--- src/hw/rtl/prp_pkg.sv ---
// ----------------------------------------------------------------------------
// prp_pkg
// shared types, codes and helper functions of the peer registry
// ----------------------------------------------------------------------------
package prp_pkg;

  localparam logic [3:0] KIND_BEACON     = 4'd0;
  localparam logic [3:0] KIND_BEACON_ACK = 4'd1;
  localparam logic [3:0] KIND_PAIR_REQ   = 4'd2;
  localparam logic [3:0] KIND_PAIR_ACK   = 4'd3;
  localparam logic [3:0] KIND_OTHER      = 4'd4;
  localparam logic [3:0] KIND_RESTORE    = 4'd5;
  localparam logic [3:0] KIND_FORGET     = 4'd6;
  localparam logic [3:0] KIND_FORGET_ALL = 4'd7;
  localparam logic [3:0] KIND_LOOKUP     = 4'd8;

  localparam logic [1:0] STATUS_OK       = 2'd0;
  localparam logic [1:0] STATUS_FULL     = 2'd1;
  localparam logic [1:0] STATUS_NOTFOUND = 2'd2;
  localparam logic [1:0] STATUS_REJECTED = 2'd3;

  localparam logic [1:0] ST_ONLINE  = 2'd0;
  localparam logic [1:0] ST_STALE   = 2'd1;
  localparam logic [1:0] ST_OFFLINE = 2'd2;

  localparam logic [3:0] ROLE_START     = 4'd1;
  localparam logic [3:0] ROLE_FINISH    = 4'd2;
  localparam logic [3:0] ROLE_SPEEDTRAP = 4'd3;
  localparam logic [3:0] ROLE_TELEMETRY = 4'd4;

  localparam logic [1:0] REG_MY_ROLE      = 2'd0;
  localparam logic [1:0] REG_ONLINE_LIMIT = 2'd1;
  localparam logic [1:0] REG_STALE_LIMIT  = 2'd2;

  typedef struct packed {
    logic [3:0]  kind;
    logic [47:0] src_mac;
    logic [3:0]  peer_role;
    logic [7:0]  dev_code;
    logic [31:0] now_ms;
    logic        restore_paired;
  } item_t;

  typedef struct packed {
    logic [1:0]  status;
    logic [2:0]  entry_index;
    logic [1:0]  entry_state;
    logic [47:0] found_mac;
    logic        send_beacon_ack;
    logic        send_pair_request;
    logic        send_pair_ack;
    logic        save_request;
    logic        evicted;
    logic        any_online;
  } result_t;

  typedef struct packed {
    logic [47:0] mac;
    logic [3:0]  role;
    logic [7:0]  device;
    logic [31:0] last_seen;
    logic        paired;
  } entry_t;

  typedef struct packed {
    logic load;
    logic shift;
    logic set_paired;
    logic touch;
  } cell_ctrl_t;

  function automatic logic is_client(input logic [3:0] r);
    return r == ROLE_START || r == ROLE_SPEEDTRAP || r == ROLE_TELEMETRY;
  endfunction

  function automatic logic compatible(input logic [3:0] mine, input logic [3:0] theirs);
    if (mine == ROLE_FINISH) return is_client(theirs);
    if (theirs == ROLE_FINISH) return is_client(mine);
    return 1'b0;
  endfunction

  function automatic logic [1:0] state_of(input logic [31:0] last, input logic [31:0] now,
                                          input logic [31:0] on_lim,
                                          input logic [31:0] stale_lim);
    logic [31:0] age;
    age = now - last;
    if (last == 32'd0) return ST_OFFLINE;
    if (age < on_lim) return ST_ONLINE;
    if (age < stale_lim) return ST_STALE;
    return ST_OFFLINE;
  endfunction

endpackage

--- src/hw/rtl/peer_registry_with_pairing.sv ---
// ----------------------------------------------------------------------------
// peer_registry_with_pairing
// compacted peer table with upsert, eviction, restore, forget, lookup and role-aware pairing
// ----------------------------------------------------------------------------
// One item is handled at a time: a walk over the row of cells gathers matches,
// eviction candidates and lookup hits, the decide step updates the row (shifts
// run along the chain in the same cycle), and a second walk forms the online
// summary. The result stays registered until taken and the next item is
// accepted in the cycle after it is taken; configuration must be written while
// no transaction is in flight.
module peer_registry_with_pairing #(
  parameter int TABLE_DEPTH = 8
) (
  input  logic              clk,
  input  logic              rst,
  input  logic              item_valid,
  output logic              item_stall,
  input  prp_pkg::item_t    item,
  output logic              result_valid,
  input  logic              result_stall,
  output prp_pkg::result_t  result,
  input  logic              cfg_write,
  input  logic [1:0]        cfg_index,
  input  logic [31:0]       cfg_data
);
  import prp_pkg::*;

  localparam int IW = $clog2(TABLE_DEPTH);
  localparam int CW = $clog2(TABLE_DEPTH + 1);

  localparam logic [2:0] S_IDLE   = 3'd0;
  localparam logic [2:0] S_SCAN   = 3'd1;
  localparam logic [2:0] S_DECIDE = 3'd2;
  localparam logic [2:0] S_ONL    = 3'd3;
  localparam logic [2:0] S_DONE   = 3'd4;

  logic [2:0]    state;
  logic [3:0]    my_role;
  logic [31:0]   online_limit;
  logic [31:0]   stale_limit;
  item_t         item_q;
  logic [CW-1:0] count;
  logic [CW-1:0] count_next;
  logic [CW-1:0] pos;
  result_t       res;

  logic          hit, unp_ok, off_ok, lk1_ok, lk2_ok;
  logic [IW-1:0] hit_idx, unp_idx, off_idx, lk1_idx, lk2_idx;
  logic          hit_paired;
  logic [1:0]    hit_st, lk1_st, lk2_st;
  logic [31:0]   unp_last, off_last;
  logic [47:0]   lk1_mac, lk2_mac;

  entry_t        cells_q [TABLE_DEPTH];
  cell_ctrl_t    cctrl [TABLE_DEPTH];
  entry_t        cur;
  logic [1:0]    cur_st;
  logic          scan_end;

  // decision signals
  logic          wr, shift, setp, touch;
  logic [IW-1:0] wpos, spos;
  entry_t        newe;
  result_t       dres;
  logic          up_ok, up_new, up_ev;
  logic [IW-1:0] up_idx, up_v;
  logic [1:0]    fst;
  logic          full;

  always_ff @(posedge clk) begin
    if (rst) begin
      my_role      <= 4'd0;
      online_limit <= 32'd15000;
      stale_limit  <= 32'd60000;
    end else if (cfg_write) begin
      unique case (cfg_index)
        REG_MY_ROLE:      my_role <= cfg_data[3:0];
        REG_ONLINE_LIMIT: online_limit <= cfg_data;
        REG_STALE_LIMIT:  stale_limit <= cfg_data;
        default: ;
      endcase
    end
  end

  // row of cells
  for (genvar i = 0; i < TABLE_DEPTH; i++) begin : g_cell
    entry_t nbr;
    if (i == TABLE_DEPTH - 1) begin : g_last
      assign nbr = '0;
    end else begin : g_mid
      assign nbr = cells_q[i+1];
    end
    always_comb begin
      cctrl[i].load       = (state == S_DECIDE) && wr && (wpos == IW'(i));
      cctrl[i].shift      = (state == S_DECIDE) && shift && (IW'(i) >= spos) &&
                            (CW'(i + 1) < count);
      cctrl[i].set_paired = (state == S_DECIDE) && setp && (hit_idx == IW'(i));
      cctrl[i].touch      = (state == S_DECIDE) && touch && (hit_idx == IW'(i));
    end
    prp_cell u_cell (
      .clk  (clk),
      .ctrl (cctrl[i]),
      .din  (newe),
      .nbr  (nbr),
      .q    (cells_q[i])
    );
  end

  assign cur      = cells_q[pos[IW-1:0]];
  assign cur_st   = state_of(cur.last_seen, item_q.now_ms, online_limit, stale_limit);
  assign scan_end = (pos == count);
  assign fst      = state_of(item_q.now_ms, item_q.now_ms, online_limit, stale_limit);
  assign full     = (count == CW'(TABLE_DEPTH));

  // upsert placement
  always_comb begin
    up_ok  = 1'b1;
    up_new = 1'b0;
    up_ev  = 1'b0;
    up_idx = hit_idx;
    up_v   = unp_ok ? unp_idx : off_idx;
    if (!hit) begin
      up_new = 1'b1;
      if (!full) begin
        up_idx = count[IW-1:0];
      end else if (unp_ok || off_ok) begin
        up_ev  = 1'b1;
        up_idx = IW'(TABLE_DEPTH - 1);
      end else begin
        up_ok = 1'b0;
      end
    end
  end

  always_comb begin
    wr         = 1'b0;
    shift      = 1'b0;
    setp       = 1'b0;
    touch      = 1'b0;
    wpos       = up_idx;
    spos       = up_v;
    newe       = '{mac: item_q.src_mac, role: item_q.peer_role,
                   device: item_q.dev_code, last_seen: item_q.now_ms,
                   paired: 1'b0};
    count_next = count;
    dres       = '0;
    case (item_q.kind) inside
      KIND_BEACON, KIND_BEACON_ACK, KIND_PAIR_REQ: begin
        if (item_q.kind == KIND_PAIR_REQ && !compatible(my_role, item_q.peer_role)) begin
          dres.status = STATUS_REJECTED;
        end else if (!up_ok) begin
          dres.status = STATUS_FULL;
        end else begin
          wr          = 1'b1;
          shift       = up_ev;
          newe.paired = (item_q.kind == KIND_PAIR_REQ) || (hit && hit_paired);
          if (up_new && !up_ev) count_next = count + CW'(1);
          dres.entry_index = 3'(up_idx);
          dres.entry_state = fst;
          dres.evicted     = up_ev;
          if (item_q.kind == KIND_PAIR_REQ) begin
            dres.send_pair_ack = 1'b1;
            dres.save_request  = 1'b1;
          end else begin
            dres.send_beacon_ack   = (item_q.kind == KIND_BEACON);
            dres.send_pair_request = !(hit && hit_paired) &&
                                     compatible(my_role, item_q.peer_role);
          end
        end
      end
      KIND_PAIR_ACK: begin
        if (hit) begin
          setp              = !hit_paired;
          dres.save_request = !hit_paired;
          dres.entry_index  = 3'(hit_idx);
          dres.entry_state  = hit_st;
        end else if (!up_ok) begin
          dres.status = STATUS_FULL;
        end else begin
          wr          = 1'b1;
          shift       = up_ev;
          newe.paired = 1'b1;
          if (!up_ev) count_next = count + CW'(1);
          dres.entry_index  = 3'(up_idx);
          dres.entry_state  = fst;
          dres.evicted      = up_ev;
          dres.save_request = 1'b1;
        end
      end
      KIND_OTHER: begin
        if (hit) begin
          touch            = 1'b1;
          dres.entry_index = 3'(hit_idx);
          dres.entry_state = fst;
        end else begin
          dres.status = STATUS_NOTFOUND;
        end
      end
      KIND_RESTORE: begin
        if (full) begin
          dres.status = STATUS_FULL;
        end else begin
          wr               = 1'b1;
          wpos             = count[IW-1:0];
          newe.last_seen   = 32'd0;
          newe.paired      = item_q.restore_paired;
          count_next       = count + CW'(1);
          dres.entry_index = 3'(count[IW-1:0]);
          dres.entry_state = ST_OFFLINE;
        end
      end
      KIND_FORGET: begin
        if (hit) begin
          shift             = 1'b1;
          spos              = hit_idx;
          count_next        = count - CW'(1);
          dres.entry_index  = 3'(hit_idx);
          dres.entry_state  = hit_st;
          dres.save_request = 1'b1;
        end else begin
          dres.status = STATUS_NOTFOUND;
        end
      end
      KIND_FORGET_ALL: begin
        count_next        = '0;
        dres.save_request = 1'b1;
      end
      KIND_LOOKUP: begin
        if (lk1_ok) begin
          dres.entry_index = 3'(lk1_idx);
          dres.entry_state = lk1_st;
          dres.found_mac   = lk1_mac;
        end else if (lk2_ok) begin
          dres.entry_index = 3'(lk2_idx);
          dres.entry_state = lk2_st;
          dres.found_mac   = lk2_mac;
        end else begin
          dres.status = STATUS_NOTFOUND;
        end
      end
      default: ;
    endcase
  end

  always_ff @(posedge clk) begin
    if (rst) begin
      state <= S_IDLE;
      count <= '0;
      pos   <= '0;
    end else begin
      unique case (state)
        S_IDLE: begin
          if (item_valid) begin
            item_q <= item;
            pos    <= '0;
            hit    <= 1'b0;
            unp_ok <= 1'b0;
            off_ok <= 1'b0;
            lk1_ok <= 1'b0;
            lk2_ok <= 1'b0;
            state  <= S_SCAN;
          end
        end
        S_SCAN: begin
          if (scan_end) begin
            state <= S_DECIDE;
          end else begin
            pos <= pos + CW'(1);
            if (!hit && cur.mac == item_q.src_mac) begin
              hit        <= 1'b1;
              hit_idx    <= pos[IW-1:0];
              hit_paired <= cur.paired;
              hit_st     <= cur_st;
            end
            if (!cur.paired && (!unp_ok || cur.last_seen < unp_last)) begin
              unp_ok   <= 1'b1;
              unp_idx  <= pos[IW-1:0];
              unp_last <= cur.last_seen;
            end
            if (cur_st == ST_OFFLINE && (!off_ok || cur.last_seen < off_last)) begin
              off_ok   <= 1'b1;
              off_idx  <= pos[IW-1:0];
              off_last <= cur.last_seen;
            end
            if (cur.paired && cur.role == item_q.peer_role) begin
              if (!lk1_ok && cur_st != ST_OFFLINE) begin
                lk1_ok  <= 1'b1;
                lk1_idx <= pos[IW-1:0];
                lk1_st  <= cur_st;
                lk1_mac <= cur.mac;
              end
              if (!lk2_ok) begin
                lk2_ok  <= 1'b1;
                lk2_idx <= pos[IW-1:0];
                lk2_st  <= cur_st;
                lk2_mac <= cur.mac;
              end
            end
          end
        end
        S_DECIDE: begin
          res   <= dres;
          count <= count_next;
          pos   <= '0;
          state <= S_ONL;
        end
        S_ONL: begin
          if (scan_end) begin
            state <= S_DONE;
          end else begin
            pos <= pos + CW'(1);
            if (cur.paired && cur_st == ST_ONLINE) res.any_online <= 1'b1;
          end
        end
        S_DONE: begin
          if (!result_stall) state <= S_IDLE;
        end
        default: state <= S_IDLE;
      endcase
    end
  end

  assign item_stall   = (state != S_IDLE);
  assign result_valid = (state == S_DONE);
  assign result       = res;

endmodule

--- src/hw/rtl/prp_cell.sv ---
// ----------------------------------------------------------------------------
// prp_cell
// one table slot: loads a new entry, takes its upper neighbour on a shift
// down, or updates the paired flag or last-seen time in place
// ----------------------------------------------------------------------------
module prp_cell (
  input  logic               clk,
  input  prp_pkg::cell_ctrl_t ctrl,
  input  prp_pkg::entry_t    din,
  input  prp_pkg::entry_t    nbr,
  output prp_pkg::entry_t    q
);
  import prp_pkg::*;

  always_ff @(posedge clk) begin
    if (ctrl.load) begin
      q <= din;
    end else if (ctrl.shift) begin
      q <= nbr;
    end else begin
      if (ctrl.set_paired) q.paired <= 1'b1;
      if (ctrl.touch) q.last_seen <= din.last_seen;
    end
  end

endmodule
--- config.mk ---
export PLATFORM = sky130hd
export DESIGN_NAME = peer_registry_with_pairing
export DESIGN_NICKNAME = d
export VERILOG_FILES = /design/src/hw/rtl/prp_pkg.sv /design/src/hw/rtl/peer_registry_with_pairing.sv /design/src/hw/rtl/prp_cell.sv
export SDC_FILE = /design/constraint.sdc
export NUM_CORES = 2
export LEC_CHECK = 0
export BUFFER_PORTS_ARGS = -buffer_cell sky130_fd_sc_hd__buf_2
export CAP_MARGIN = 20
export CORE_MARGIN = 3
export CORE_UTILIZATION = 50
export CTS_BUF_LIST = sky130_fd_sc_hd__clkbuf_16
export CTS_CLUSTER_SIZE = 16
export DETAILED_ROUTE_END_ITERATION = 6
export GPL_TIMING_DRIVEN = 0
export PLACE_DENSITY = 0.73
export SLEW_MARGIN = 20
export SYNTH_ARGS = -nofsm -noshare
export SYNTH_HDL_FRONTEND = slang
export SYNTH_HIERARCHICAL = 1
export SYNTH_SLANG_ARGS = --single-unit
--- constraint.sdc ---
create_clock -name clk -period 16 [get_ports clk]
set_clock_uncertainty 0.1 [all_clocks]
set_input_delay 1.6 -clock clk [delete_from_list [all_inputs] [get_ports clk]]
set_output_delay 1.6 -clock clk [all_outputs]
set_load 0.05 [all_outputs]
==> flow_metrics.py <==
metrics = {
    "worst_setup_path": {
        "r2r_setup_slack_ns": 4.67,
        "reg2reg_depth": 28,
        "slowest_delay_ns": 0.87,
        "crit_end": "lk1_mac[3]",
        "path_max_fanout": 10,
        "critical_path_class": "reg2reg",
        "startpoint_type": "flip-flop",
        "timing.rr.start": "pos[1]",
        "r2r-end": "lk1_mac[3]",
        "path_common_cell": "buf_2",
        "crit_start": "pos[1]",
        "required_ns": 16.33,
        "worst_path_max_delay_cell": "buf_1",
        "crit_arrival_ns": 11.66,
        "end_kind": "flip-flop",
    },
    "finish": {
        "diodes": 0,
        "fin_nets": 4408,
        "final_common_cell": "edfxtp_1",
        "final_cell_area_mm2": 0.0640,
        "drive_gt1_share_pct": 34.4,
        "syn2layout_area_growth_pct": 13.7,
        "final_cell_mix": "1,017 x edfxtp_1, 491 x mux2_2, 232 x mux2_4",
        "final_util_pct": 57.5,
    },
    "sta": {
        "maxSlewViolCount": 0,
        "rsz0062_at_grt": "false",
        "fmax_mhz": 88.3,
        "worst_pin_slew_ns": 1.15,
        "relSlewSlack_pct": 23.1,
        "setup_tns_ns": 0,
        "finalCritPeriodShare_pct": 70.8,
        "final_hold_viol_count": 0,
        "setup_viol": 0,
        "period_needed_ns": 11.33,
    },
    "worst_hold_path": {
        "hold_path.class": "reg2reg",
        "hold_depth": 2,
    },
    "cts": {
        "htree_levels": 3,
        "cts_tree": "built",
        "numCtsBuffers": 115,
        "cts.sinks": 1096,
        "holdBufCountCts": 0,
        "clkTransAtPathRegs_ns": 0.06,
        "clock_latency_ns": 0.74,
        "ctsResizeCount": 0,
        "cts_setup_buffers": 0,
        "cts_buffer_depth": 3,
        "cts_root_buf": "clkbuf_16",
    },
    "global_routing": {
        "grt_pass1_wl_mm": 232,
        "grt_overflow": 0,
        "grt_max_degree": 37,
        "track_usage_pct": 27.0,
        "antenna_found_initial": 3,
        "grt_pass1_vias": 34500,
    },
    "detailed_routing": {
        "wirelength_mm": 160,
        "ant_nets": 0,
        "drc_errors": 0,
        "avgViaCountPerCell": 6.14,
        "wire_per_inst_um": 28.1,
        "vias": 35000,
        "drt_iter0_markers": 4082,
        "drt_pass1_iterations": 7,
    },
    "floorplanning": {
        "design.die.area_mm2": 0.117,
        "initial_core_util_pct": 50.6,
        "dieWidth_um": 341,
        "rows": 122,
        "io_pins": 199,
        "dieHeight_um": 341,
        "core_region_area_mm2": 0.111,
    },
    "power": {
        "vdd_drop_max_uv": 88.6,
        "p_leak_nw": 22.5,
        "p_total_mw": 7.42,
        "powerDensity_mw_per_mm2": 116,
    },
    "run_status": {
        "status": "finished clean",
    },
    "placement": {
        "io_buffers": 190,
        "gp_congestion": 0.938,
        "dp_hpwl_mm": 112,
        "placed_area_mm2": 0.0602,
    },
    "logic_synthesis": {
        "syn_inst": 3680,
        "postSynthAreaPerCell_um2": 15.3,
        "ys_warn_count": 6,
        "synthesis.area_mm2": 0.0562,
    },
    "run": {
        "max_cap_violations": 0,
    },
}
[per-stage QoR]
step | hold WS, ns | worst slack, ns | cells
5_1_grt | 0.405 | 4.32 | 5693
4_1_cts | 0.379 | 4.76 | 5693
2_1_floorplan | 0.349 | 4.42 | 3764
3_3_place_gp | 0.363 | -3.45 | 5442
6_report | 0.382 | 4.67 | 5693
3_5_place_dp | 0.369 | 4.80 | 5482
[report_power, final]
part / total [mW] / internal [mW] / switching [mW]
combinational: 1.38 / 0.582 / 0.800
sequential: 3.38 / 3.27 / 0.117
clock: 2.65 / 1.50 / 1.15
[worst min path at each step]
stage,from,to,slack [ns]
floorplan,online_limit[14],online_limit[14],0.35
global placement,stale_limit[16],stale_limit[16],0.36
detailed placement,stale_limit[26],stale_limit[26],0.37
CTS,stale_limit[18],stale_limit[18],0.38
global route,online_limit[17],online_limit[17],0.41
finish,stale_limit[18],stale_limit[18],0.38
[critical path, delay by kind of cell (launching register included)]
| family | cells | cell delay [ns] |
|---|---|---|
| adders and majority gates | 2 | 0.66 |
| xor gates and xnor gates | 1 | 0.21 |
| AOI/OAI and AO/OA | 11 | 3.69 |
| muxes | 1 | 0.60 |
| and+or+nand+nor | 4 | 1.25 |
| DFF | 1 | 0.55 |
| buffers and inverters | 9 | 3.93 |
[metal layers]
metal  GRT usage, %  part of all wire [%]
met5              0                     0
met4           7.94                   3.1
met3           5.46                    11
met2           42.5                    46
met1           38.3                    41
[cell type report]
class	instances	area, um^2
multi-input cells	2277	22100
fillers	8762	47200
clock inverters	94	808
inverters	194	728
well taps	1488	1860
plain buffers	197	1680
repair buffers	230	1700
clock buffers	117	2930
flip-flops and latches	1096	32100
[registers in the layout, summed over array words and instances, names as in the netlist, 2 cells and up]
| name | cells |
|---|---|
| lk2_mac | 48 |
| unp_idx | 3 |
| lk2_st | 2 |
| result | 61 |
| lk2_idx | 3 |
| my_role | 4 |
| off_idx | 3 |
| stale_limit | 32 |
| lk1_idx | 3 |
| lk1_st | 2 |
| online_limit | 32 |
| off_last | 32 |
| count | 4 |
| state | 3 |
| lk1_mac | 48 |
| g_cell.u_cell/q | 680 |
| item_q | 89 |
| hit_idx | 3 |
| unp_last | 32 |
| pos | 4 |
| hit_st | 2 |
Note: power is estimated with default switching activity, not from simulation.
